### src/rtl/core/cict_pkg.sv
// ----------------------------------------------------------------------------
// cict_pkg
// Shared types, constants and helpers of the circular interval cut tracker.
// ----------------------------------------------------------------------------
package cict_pkg;

	localparam int MAX_INTERVALS = 16;
	localparam int POINT_BITS    = 32;
	localparam int IDX_W         = $clog2(MAX_INTERVALS);
	localparam int CNT_W         = $clog2(MAX_INTERVALS + 1);
	localparam int NUM_W         = 5;
	localparam int MASK_W        = 16;
	localparam int CFG_W         = 16;
	localparam int CFG_IDX_W     = 1;

	typedef logic [IDX_W-1:0]      idx_t;
	typedef logic [CNT_W-1:0]      cnt_t;
	typedef logic [POINT_BITS-1:0] point_t;
	typedef logic [1:0]            req_t;
	typedef logic [NUM_W-1:0]      num_t;
	typedef logic [MASK_W-1:0]     mask_t;

	// Request codes
	localparam req_t REQ_INSERT   = 2'd0;
	localparam req_t REQ_CONTAINS = 2'd1;
	localparam req_t REQ_ARC      = 2'd2;

	// Configuration register indexes
	localparam logic [CFG_IDX_W-1:0] CFG_NUM_INTERVALS = 1'b0;
	localparam logic [CFG_IDX_W-1:0] CFG_TOP_DIV_MASK  = 1'b1;

	// Write command from the sequencer to the cut table
	typedef struct packed {
		logic   wr_low;
		logic   wr_high;
		logic   clr_empty;
		idx_t   idx;
		point_t data;
	} cut_wr_t;

	// Clamp the programmed interval count into the supported range
	function automatic cnt_t live_count(num_t n);
		if (int'(n) < 2)
			return cnt_t'(2);
		else if (int'(n) > MAX_INTERVALS)
			return cnt_t'(MAX_INTERVALS);
		else
			return cnt_t'(n);
	endfunction

	// Division points past the mask count as bottom
	function automatic logic is_top(mask_t mask, idx_t d);
		if (int'(d) >= MASK_W)
			return 1'b0;
		else
			return mask[d];
	endfunction

endpackage

### src/rtl/core/cict_cut_mem.sv
// ----------------------------------------------------------------------------
// cict_cut_mem
// Per-interval record store: empty flags in flops, low/high cuts in memory
// with one registered read port and one write port.
// ----------------------------------------------------------------------------
module cict_cut_mem (
	input  logic                                   clk,
	input  logic                                   arst_n,
	input  cict_pkg::cut_wr_t                      wr,
	input  cict_pkg::idx_t                         rd_idx,
	output logic [cict_pkg::MAX_INTERVALS-1:0]     empty,
	output cict_pkg::point_t                       rd_low,
	output cict_pkg::point_t                       rd_high
);
	import cict_pkg::*;

	logic [MAX_INTERVALS-1:0] empty_q;
	point_t                   low_mem  [MAX_INTERVALS];
	point_t                   high_mem [MAX_INTERVALS];
	point_t                   rd_low_q;
	point_t                   rd_high_q;

	// Empty flags: all set at reset, cleared by the first insert
	always_ff @(posedge clk or negedge arst_n) begin
		if (!arst_n) begin
			empty_q <= '1;
		end else if (wr.clr_empty) begin
			empty_q[wr.idx] <= 1'b0;
		end
	end

	// Cut memories, registered read
	always_ff @(posedge clk) begin
		if (wr.wr_low)
			low_mem[wr.idx] <= wr.data;
		if (wr.wr_high)
			high_mem[wr.idx] <= wr.data;
		rd_low_q  <= low_mem[rd_idx];
		rd_high_q <= high_mem[rd_idx];
	end

	assign empty   = empty_q;
	assign rd_low  = rd_low_q;
	assign rd_high = rd_high_q;

endmodule

### src/rtl/core/cict_seq.sv
// ----------------------------------------------------------------------------
// cict_seq
// Request sequencer: one shared magnitude comparator, reused for every bound
// check, plus a circular walk over the empty flags for arc queries.
// ----------------------------------------------------------------------------
module cict_seq (
	input  logic                               clk,
	input  logic                               arst_n,
	input  logic                               in_valid,
	output logic                               in_stall,
	input  cict_pkg::req_t                     req_type,
	input  cict_pkg::point_t                   point,
	input  cict_pkg::idx_t                     interval_index,
	input  cict_pkg::point_t                   right_point,
	input  cict_pkg::idx_t                     right_index,
	input  logic                               through_top,
	input  cict_pkg::num_t                     num_intervals,
	input  cict_pkg::mask_t                    top_div_mask,
	input  logic [cict_pkg::MAX_INTERVALS-1:0] empty,
	input  cict_pkg::point_t                   rd_low,
	input  cict_pkg::point_t                   rd_high,
	output cict_pkg::idx_t                     rd_idx,
	output cict_pkg::cut_wr_t                  wr,
	output logic                               out_valid,
	input  logic                               out_stall,
	output logic                               answer
);
	import cict_pkg::*;

	typedef enum logic [2:0] {
		ST_IDLE,
		ST_LOAD_L,
		ST_CMP_L,
		ST_CMP_H,
		ST_LOAD_R,
		ST_CMP_R,
		ST_WALK,
		ST_RESP
	} state_t;

	state_t state_q;
	req_t   type_q;
	point_t lp_q;
	point_t rp_q;
	idx_t   li_q;
	idx_t   ri_q;
	logic   want_top_q;
	cnt_t   n_q;
	idx_t   walk_q;
	logic   found_q;
	logic   answer_q;

	point_t cmp_a;
	point_t cmp_b;
	logic   lt;
	logic   li_ok;
	logic   ri_ok;
	logic   empty_l;
	logic   empty_r;
	logic   empty_w;
	logic   top_hit;
	idx_t   li_nxt;
	idx_t   walk_nxt;

	// Shared comparator operand select
	always_comb begin
		cmp_a = lp_q;
		cmp_b = rd_low;
		case (state_q)
			ST_CMP_L: begin
				cmp_a = lp_q;
				cmp_b = (type_q == REQ_ARC) ? rd_high : rd_low;
			end
			ST_CMP_H: begin
				cmp_a = rd_high;
				cmp_b = lp_q;
			end
			ST_CMP_R: begin
				cmp_a = rd_low;
				cmp_b = rp_q;
			end
			default: begin
				cmp_a = lp_q;
				cmp_b = rd_low;
			end
		endcase
	end

	assign lt = (cmp_a < cmp_b);

	// Index checks and circular increments
	assign li_ok    = (cnt_t'(li_q) < n_q);
	assign ri_ok    = (cnt_t'(ri_q) < n_q);
	assign empty_l  = empty[li_q];
	assign empty_r  = empty[ri_q];
	assign empty_w  = empty[walk_q];
	assign top_hit  = (is_top(top_div_mask, walk_q) == want_top_q);
	assign li_nxt   = ((cnt_t'(li_q) + cnt_t'(1)) == n_q) ? '0 : idx_t'(li_q + idx_t'(1));
	assign walk_nxt = ((cnt_t'(walk_q) + cnt_t'(1)) == n_q) ? '0 : idx_t'(walk_q + idx_t'(1));

	// Read address: right end only while fetching it
	assign rd_idx = (state_q == ST_LOAD_R) ? ri_q : li_q;

	// Table writes for inserts
	always_comb begin
		wr           = '0;
		wr.idx       = li_q;
		wr.data      = lp_q;
		if (type_q == REQ_INSERT) begin
			if (state_q == ST_CMP_L && li_ok) begin
				if (empty_l) begin
					wr.wr_low    = 1'b1;
					wr.wr_high   = 1'b1;
					wr.clr_empty = 1'b1;
				end else if (lt) begin
					wr.wr_low = 1'b1;
				end
			end else if (state_q == ST_CMP_H && lt) begin
				wr.wr_high = 1'b1;
			end
		end
	end

	// Sequencer state and registered outputs
	always_ff @(posedge clk or negedge arst_n) begin
		if (!arst_n) begin
			state_q    <= ST_IDLE;
			type_q     <= REQ_INSERT;
			lp_q       <= '0;
			rp_q       <= '0;
			li_q       <= '0;
			ri_q       <= '0;
			want_top_q <= 1'b0;
			n_q        <= '0;
			walk_q     <= '0;
			found_q    <= 1'b0;
			answer_q   <= 1'b0;
		end else begin
			case (state_q)
				ST_IDLE: begin
					if (in_valid) begin
						type_q     <= req_type;
						lp_q       <= point;
						rp_q       <= right_point;
						li_q       <= interval_index;
						ri_q       <= right_index;
						want_top_q <= through_top;
						n_q        <= live_count(num_intervals);
						state_q    <= ST_LOAD_L;
					end
				end
				ST_LOAD_L: begin
					state_q <= ST_CMP_L;
				end
				ST_CMP_L: begin
					case (type_q)
						REQ_INSERT: begin
							if (!li_ok || empty_l || lt) begin
								answer_q <= 1'b0;
								state_q  <= ST_RESP;
							end else begin
								state_q <= ST_CMP_H;
							end
						end
						REQ_CONTAINS: begin
							if (!li_ok) begin
								answer_q <= 1'b0;
								state_q  <= ST_RESP;
							end else if (empty_l || lt) begin
								answer_q <= 1'b1;
								state_q  <= ST_RESP;
							end else begin
								state_q <= ST_CMP_H;
							end
						end
						REQ_ARC: begin
							if (!li_ok || !ri_ok || (li_q == ri_q) || (!empty_l && lt)) begin
								answer_q <= 1'b0;
								state_q  <= ST_RESP;
							end else begin
								state_q <= ST_LOAD_R;
							end
						end
						default: begin
							answer_q <= 1'b0;
							state_q  <= ST_RESP;
						end
					endcase
				end
				ST_CMP_H: begin
					answer_q <= (type_q == REQ_CONTAINS) && lt;
					state_q  <= ST_RESP;
				end
				ST_LOAD_R: begin
					state_q <= ST_CMP_R;
				end
				ST_CMP_R: begin
					if (!empty_r && lt) begin
						answer_q <= 1'b0;
						state_q  <= ST_RESP;
					end else begin
						walk_q  <= li_nxt;
						found_q <= 1'b0;
						state_q <= ST_WALK;
					end
				end
				// One interval per cycle: inner ones must be empty; every
				// crossed division point is checked for the wanted kind
				ST_WALK: begin
					if (walk_q == ri_q) begin
						answer_q <= found_q | top_hit;
						state_q  <= ST_RESP;
					end else if (!empty_w) begin
						answer_q <= 1'b0;
						state_q  <= ST_RESP;
					end else begin
						found_q <= found_q | top_hit;
						walk_q  <= walk_nxt;
					end
				end
				ST_RESP: begin
					if (!out_stall)
						state_q <= ST_IDLE;
				end
				default: begin
					state_q <= ST_IDLE;
				end
			endcase
		end
	end

	assign in_stall  = (state_q != ST_IDLE);
	assign out_valid = (state_q == ST_RESP);
	assign answer    = answer_q;

endmodule

### src/rtl/core/circular_interval_cut_tracker_top.sv
// ----------------------------------------------------------------------------
// circular_interval_cut_tracker_top
// Per-interval cut bounds on a circle with insert, contains and arc queries.
// ----------------------------------------------------------------------------
//  channel | direction | handshake            | payload
//  in      | input     | in_valid / in_stall  | req_type, point, interval_index,
//          |           |                      | right_point, right_index, through_top
//  out     | output    | out_valid/ out_stall | answer
//  cfg     | input     | cfg_we (no wait)     | cfg_index, cfg_data
//
//  One transaction at a time; the sequencer and its single comparator set the pace.
//  Insert and contains load the left record, compare its low and, if needed, its high
//  cut; arc queries also load and compare the right record, then walk one interval per walk cycle.
//  The next transaction can be taken in the cycle after the result is taken.
//  Reset empties every interval; num_intervals returns to 16, top_div_mask to 0.
//  in_stall stays high from accept until the result transaction completes.
// ----------------------------------------------------------------------------
module circular_interval_cut_tracker_top (
	input  logic                               clk,
	input  logic                               arst_n,
	input  logic                               in_valid,
	output logic                               in_stall,
	input  cict_pkg::req_t                     req_type,
	input  cict_pkg::point_t                   point,
	input  cict_pkg::idx_t                     interval_index,
	input  cict_pkg::point_t                   right_point,
	input  cict_pkg::idx_t                     right_index,
	input  logic                               through_top,
	output logic                               out_valid,
	input  logic                               out_stall,
	output logic                               answer,
	input  logic                               cfg_we,
	input  logic [cict_pkg::CFG_IDX_W-1:0]     cfg_index,
	input  logic [cict_pkg::CFG_W-1:0]         cfg_data
);
	import cict_pkg::*;

	num_t                     num_intervals_q;
	mask_t                    top_div_mask_q;
	logic [MAX_INTERVALS-1:0] empty;
	point_t                   rd_low;
	point_t                   rd_high;
	idx_t                     rd_idx;
	cut_wr_t                  wr;

	// Configuration registers
	always_ff @(posedge clk or negedge arst_n) begin
		if (!arst_n) begin
			num_intervals_q <= num_t'(16);
			top_div_mask_q  <= '0;
		end else if (cfg_we) begin
			case (cfg_index)
				CFG_NUM_INTERVALS: num_intervals_q <= cfg_data[NUM_W-1:0];
				CFG_TOP_DIV_MASK:  top_div_mask_q  <= cfg_data[MASK_W-1:0];
				default: ;
			endcase
		end
	end

	// Record store
	cict_cut_mem u_mem (
		.clk     (clk),
		.arst_n  (arst_n),
		.wr      (wr),
		.rd_idx  (rd_idx),
		.empty   (empty),
		.rd_low  (rd_low),
		.rd_high (rd_high)
	);

	// Sequencer
	cict_seq u_seq (
		.clk            (clk),
		.arst_n         (arst_n),
		.in_valid       (in_valid),
		.in_stall       (in_stall),
		.req_type       (req_type),
		.point          (point),
		.interval_index (interval_index),
		.right_point    (right_point),
		.right_index    (right_index),
		.through_top    (through_top),
		.num_intervals  (num_intervals_q),
		.top_div_mask   (top_div_mask_q),
		.empty          (empty),
		.rd_low         (rd_low),
		.rd_high        (rd_high),
		.rd_idx         (rd_idx),
		.wr             (wr),
		.out_valid      (out_valid),
		.out_stall      (out_stall),
		.answer         (answer)
	);

endmodule

### config.mk
export PLATFORM = sky130hd
export DESIGN_NAME = circular_interval_cut_tracker_top
export DESIGN_NICKNAME = d
export VERILOG_FILES = /design/src/rtl/core/cict_pkg.sv /design/src/rtl/core/cict_cut_mem.sv /design/src/rtl/core/cict_seq.sv /design/src/rtl/core/circular_interval_cut_tracker_top.sv
export SDC_FILE = /design/constraint.sdc
export NUM_CORES = 2
export LEC_CHECK = 0
export BUFFER_PORTS_ARGS = -buffer_cell sky130_fd_sc_hd__clkbuf_2
export CORE_MARGIN = 2
export CORE_UTILIZATION = 29
export CTS_CLUSTER_SIZE = 28
export DETAILED_ROUTE_END_ITERATION = 10
export HOLD_SLACK_MARGIN = 0.08
export MAX_ROUTING_LAYER = met4
export PLACE_DENSITY = 0.4
export SLEW_MARGIN = 20
export SYNTH_ARGS = -nofsm -noshare
export SYNTH_HDL_FRONTEND = slang
export SYNTH_HIERARCHICAL = 1
export SYNTH_SLANG_ARGS = --single-unit
### constraint.sdc
create_clock -name clk -period 9.43 [get_ports clk]
set_clock_uncertainty 0.05 [all_clocks]
set_input_delay 0.943 -clock clk [delete_from_list [all_inputs] [get_ports clk]]
set_output_delay 0.943 -clock clk [all_outputs]
set_load 0.005 [all_outputs]
Word level (Yosys, flattened, before mapping)

Memories as Yosys holds them, arrays and structs flattened. A register that Yosys moved wholly into a read port is not among the register bits.
Index checks and enable logic that the tools add are counted.
Widths: inputs -> output; s select.

Input bits: 97
Output and inout bits: 3
Register bits: 126
Memories: 2
Logic and storage cells: 142
RAM bits: 1,024

Memory list:

| memory         | depth | bits a word | read ports | clocked after Yosys merged registers in | wr ports | RTL line           | source |
|---|---|---|---|---|---|---|---|
| u_mem.high_mem | 16    | 32          | 1          | 1                                       | 1        | cict_cut_mem.sv:19 | `point_t high_mem [MAX_INTERVALS];` |
| u_mem.low_mem  | 16    | 32          | 1          | 1                                       | 1        | cict_cut_mem.sv:18 | `point_t low_mem [MAX_INTERVALS];` |

Equal/unequal tests: 24
$lt $le $gt $ge: 9
$add $sub $neg: 4
Bitwise operators: 4
Reduce and logical (&&, ||, !) cells: 27
Multiplexer cells: 58

Operators by type and width:

| kind                | count |
|---|---|
| $pmux 32 s3         | 1 |
| $pmux 32 s2         | 1 |
| $lt 32x32->1        | 1 |
| $mux 32             | 1 |
| $mux 1              | 26 |
| $mux 3              | 8 |
| $mux 4              | 6 |
| $pmux 3 s8          | 1 |
| $and 16x16->16      | 1 |
| $bmux 1 s4          | 4 |
| $not 16->16         | 1 |
| $lt 4x5->1 const B  | 3 |
| $eq 3x3->1 const B  | 4 |
| $add 4x1->5 const B | 2 |
| $eq 5x5->1          | 2 |
| $lt 4x5->1          | 2 |
| $mux 5              | 2 |
| $ne 3x3->1 const B  | 3 |
| $pmux 3 s3          | 1 |
| $add 4x1->4 const B | 2 |
| $eq 4x4->1          | 2 |
| $ne 2x2->1 const B  | 4 |
| $pmux 4 s2          | 1 |
| $eq 3x2->1 const B  | 2 |
| 28 further kinds    | 45 |

Longest topological paths before layout

Depth in word-level cells: 10
Depth in mapped cells: 18
Mapped depth without buffers: 16

Modules after synthesis

The synthesis kept the hierarchy.

Modules (own cells, without submodules):

| module                            | cells each | times used | area an instance (µm²) | sequential area each (µm²) |
|---|---|---|---|---|
| cict_cut_mem                      | 1,711      | 1          | 40,234.8               | 32,451.1 |
| cict_seq                          | 822        | 1          | 6,708.9                | 2,227.1 |
| circular_interval_cut_tracker_top | 45         | 1          | 792.0                  | 526.8 |

Least setup slack after synthesis

OpenSTA, ideal clock, no wires.

Path kind: register to register
Start point: register u_seq.state_q[0]
End point: memory u_mem/low_mem[12][0] in the netlist's numbering, enable pin
Data required time: 8.959 ns
Setup slack: 3.919 ns
Path buffers: 5
Cell stages (with the launch flop): 19
Arrival: 5.040 ns
Setup time: 0.421 ns
Period minus slack after synthesis: 5.511 ns
Cells stage by stage: dfrtp_1 bufbuf_16 clkbuf_8 and3_1 clkbuf_1 clkbuf_1 clkbuf_1 a22oi_1 nand2_1 ha_1 a211oi_1 nand3_1 o21ai_0 o2111ai_1 nor2_1 nor2_1 nor4_1 nand3_1 nor2_1

RTL lines:

| element                | RTL line           | source |
|---|---|---|
| from (decl)            | cict_seq.sv:41     | `state_t state_q;` |
| from (signal assigned) | cict_seq.sv:127    | `state_q <= ST_IDLE;` |
| from (signal assigned) | cict_seq.sv:149    | `state_q <= ST_LOAD_L;` |
| from (signal assigned) | cict_seq.sv:153    | `state_q <= ST_CMP_L;` |
| to (decl)              | cict_cut_mem.sv:18 |  |

==> results.md <==
- Ranked by instance count, the synthesized netlist is headed by sky130_fd_sc_hd__edfxtp_1, sky130_fd_sc_hd__nand2_1, sky130_fd_sc_hd__mux4_2.
- The most common cell in the synthesized netlist is sky130_fd_sc_hd__edfxtp_1.
- For the worst setup path, the data arrival time is 7.13 ns.
- Cells fill between 30% and 40% of the core in the end.
- The half-perimeter wire length of the detailed placement result is 92.0 mm.
- The worst hold slack is 0.189 ns.
- After synthesis the cells add up to 47700 µm².
- The synthesized design contains 1214 register bits.
- In this run the deepest clock path goes through 3 buffers.
- In this run, post-CTS repair resized a total of 0 instances.
- The worst setup path is launched from a flop.
- Once placement completed, the tool counted placed cells totaling 4800.
- In the global route stage, overall resource usage came out at a little under a fifth.
- The floorplan has 148 rows.
- The count of cell types in the netlist is 65.
- The number of maximum-capacitance violations is 0.
- For this design the static power due to leakage is 18.8 nW.
- On the critical path, the stage with the largest delay is an instance of sky130_fd_sc_hd__nor2_4.
- The synthesis-to-layout area growth is 16.9%.
- The critical path class is flop to flop.
- At the later pin of the worst-skew pair, clock insertion delay measures 0.78 ns.
- The wire length of the first global-routing pass is 210 mm.
- In the final routed layout, each cell accounts on average for just under 30 µm.
- Yosys mapped a number of flops with a built-in enable equal to 1024.
- The average instance area after synthesis is 18.5 µm².
- Clock tree synthesis inserted a total of around 140 buffers.
- The final cycle utilization of the critical path is about 71%.
- For this design the ratio of total power to cell area is 334 nW/µm².
- The area share of the largest cell type after synthesis is 64.4%.
- Setup repair after global routing left no endpoint under its margin.
- The origin of the critical flop-to-flop path is u_seq/state_q[1].
- The initial antenna violation count is 3.
- The signal on the critical path passes through inv_1, or3_1, nor2_4, nor3_4, a21boi_0, ha_1, a21oi_1, o21ai_0, o21ai_0, o2111ai_1, nor2_1, nor2_1, nor4_1, buf_4, nand2_1, nor2_4, buf_4.
- The number of iterations in the first detailed-routing pass is 8.
- For this configuration, the core starts out at a cell density of 29.3%.
- The total buffers and inverters traversed by the critical path is 3.
- For this run, the register share of the synthesized area comes to around 74%.
- The floorplan step defined a die boundary enclosing approximately 170000 µm².
- From left edge to right edge, the die measures between 400 and 500 µm.
- The worst supply voltage drop on vdd is 191 µV.
- The critical path starts at u_seq/state_q[1].
- The aggregate routed wire length is 149 mm.
- Entering global routing, the biggest net connects 98 pins.
- Summed over all instances, the cell type with the most area after synthesis is sky130_fd_sc_hd__edfxtp_1.
- The number of max-slew violations in the final report is 0.
- The path class of the lowest-slack min-delay path is primary input to asynchronous set/reset pin.
- The region available for standard cell placement spans roughly 160000 µm².
- The largest single stage delay on the critical path is 0.85 ns.
- The number of cells in the finished layout apart from fillers is 5051.
- In this run the worst path has a maximum fanout of 26.
- The worst path needs between 6 and 7 ns of the cycle, external delays included.
- The category of cells accounting for the largest share of critical-path delay is simple AND/OR/NAND/NOR gates.
- After technology mapping, the gate count stands at 2578.
- The H-tree generated during clock tree synthesis spans 4 levels.
- The final hold violation count is 0.
- The routed layout has about 26000 vias.
- The number of warning messages in the yosys log is 6.
- The number of top-level pins is 100.
- For this run, design rule violations remaining after detail routing come to 0.
- TritonCTS built the clock tree.
- The clock sink count is 1214.
- For this run, the post-layout net count is 2902.
- The required time of the critical path is about 10 ns.
- By area the synthesized netlist is led by sky130_fd_sc_hd__edfxtp_1, sky130_fd_sc_hd__mux4_2, sky130_fd_sc_hd__dfrtp_1, sky130_fd_sc_hd__nand2_1, sky130_fd_sc_hd__dfxtp_1.
- The number of setup violations in the final report is 0.
- The count of hold buffers inserted by post-cts repair is 0.
- In this run the clock root is driven by a sky130_fd_sc_hd__clkbuf_16.
- The proportion of layout cells with a drive suffix above 1 is 26.2%.
- The clock edge transition at the registers on the reported setup and hold paths is 0.06 ns.
- The total of buffers placed on input and output ports is between 90 and 100.
- The last weighted congestion value of the routability-driven placer is 0.857.
- The top flip-flop cell by instance count after synthesis is sky130_fd_sc_hd__edfxtp_1.
- The kind of end point of the critical path is a flop.
- The die is 410 µm tall.
- The number of setup buffers added after CTS is 0.
- The setup TNS is 0 ns.
- Of all flip-flops after synthesis, the portion carrying an async set or reset was 10.4%.
- The run finished with clean final reports.
- The achievable frequency is 148 MHz.
- The detail-routed via count per cell is 5.08.
- Measured against its own limit, the worst slew margin works out to 24.1%.
- The design draws approximately 19 mW.
- The number of nets handed over by synthesis was between 2000 and 3000.
- At the pin with the least slew margin, the transition time is 1.13 ns.
- The leftover overflow at the end of global routing is 0.
- The via count of the first global-routing pass is 26700.
- Once detail routing completed, the nets flagged for antenna violations numbered 0.
- The detailed router finished its first iteration with 2574 violations.
stage by stage:
| stage | worst slack, ns | instance area, µm² |
|---|---|---|
| floorplan | 3.92 | 47700 |
| global placement | 2.54 | 51100 |
| detailed placement | 2.95 | 51400 |
| CTS | 2.89 | 55800 |
| global route | 2.45 | 55800 |
| finish | 2.70 | 55800 |
sequential cells by signal, summed over array words and instances (netlist names), 5 cells and up:
name	flops
num_intervals_q	5
u_mem/high_mem	512
u_mem/rd_high	32
u_mem/rd_low	32
u_seq/n_q	5
u_mem/low_mem	512
u_mem/empty	16
u_seq/rp_q	32
u_seq/lp_q	32
top_div_mask_q	16
final timing paths:
check | slack (ns) | cells past startpoint | end
max | 2.70 | 17 | u_mem/low_mem[11][27]
min | 0.19 | 1 | u_seq/rp_q[20]
max reg2reg | 2.70 | 17 | u_mem/low_mem[11][27]
min reg2reg | 0.42 | 2 | u_seq/lp_q[7]
max in group asynchronous | 7.75 | 2 | u_seq/lp_q[14]
min in group clk | 0.32 | 3 | u_seq/lp_q[14]
cell type report:
cell class	instances	area, µm²
clock buffer	172	3650
tap	2175	2720
timing repair buffer	192	1350
clock inverter	78	793
fill	15300	107000
inverter	17	63.8
sequential	1214	35200
multi-input combinational	1202	12000
antenna	1	2.50
layout by cell type (no fill, tap or decap), types with 7 or more instances in the layout:
cell / Yosys / routed
sky130_fd_sc_hd__buf_4: 6 / 81
sky130_fd_sc_hd__nor2b_1: 10 / 8
sky130_fd_sc_hd__dfrtp_1: 109 / 106
sky130_fd_sc_hd__xor2_1: 9 / 9
sky130_fd_sc_hd__a222oi_1: 24 / 24
sky130_fd_sc_hd__clkinv_2: 0 / 25
sky130_fd_sc_hd__dfstp_2: 17 / 17
sky130_fd_sc_hd__mux2_2: 24 / 23
sky130_fd_sc_hd__clkbuf_8: 6 / 7
sky130_fd_sc_hd__a21oi_1: 31 / 31
sky130_fd_sc_hd__nand3_1: 18 / 18
sky130_fd_sc_hd__clkinv_1: 0 / 27
sky130_fd_sc_hd__o21ai_0: 39 / 38
sky130_fd_sc_hd__clkbuf_16: 0 / 138
sky130_fd_sc_hd__a22oi_1: 166 / 166
sky130_fd_sc_hd__clkbuf_2: 0 / 98
sky130_fd_sc_hd__nor2_1: 49 / 14
sky130_fd_sc_hd__clkbuf_1: 81 / 27
sky130_fd_sc_hd__xnor2_1: 9 / 9
sky130_fd_sc_hd__inv_1: 16 / 16
sky130_fd_sc_hd__a21boi_0: 24 / 24
sky130_fd_sc_hd__dfxtp_1: 64 / 64
sky130_fd_sc_hd__bufinv_16: 0 / 8
sky130_fd_sc_hd__o21a_1: 21 / 21
sky130_fd_sc_hd__mux4_2: 267 / 267
sky130_fd_sc_hd__buf_12: 0 / 12
sky130_fd_sc_hd__nand4_1: 8 / 8
sky130_fd_sc_hd__edfxtp_1: 1024 / 1024
sky130_fd_sc_hd__ha_1: 40 / 40
sky130_fd_sc_hd__nand2_1: 386 / 385
sky130_fd_sc_hd__nor2_4: 0 / 35
sky130_fd_sc_hd__mux4_1: 7 / 7
cells by family after synthesis:
kind of cell | share of synthesized area, %
xor+xnor | 0.330
mux | 13.6
simple gates | 4.21
flops | 73.7
buf+inv | 1.80
compound gates | 5.23
fa+ha+maj | 1.05
report_power, final:
group / internal, mW / leakage [nW] / switching (mW)
Combinational: 2.15 / 5.23 / 3.92
Clock: 3.00 / 2.16 / 2.22
Sequential: 6.83 / 11.5 / 0.545
routing by layer:
layer | vias to the layer above | routed length (µm) | track usage [%] | part of all wire, %
li1 | 10800 | - | - | -
met1 | 14000 | 65600 | 24.4 | 44
met2 | 734 | 72000 | 29.0 | 48
met3 | 199 | 7540 | 2.95 | 5.1
met4 | 0 | 3590 | 4.87 | 2.4
met5 | - | 0 | - | 0
Note: power is estimated with default switching activity, not from simulation.
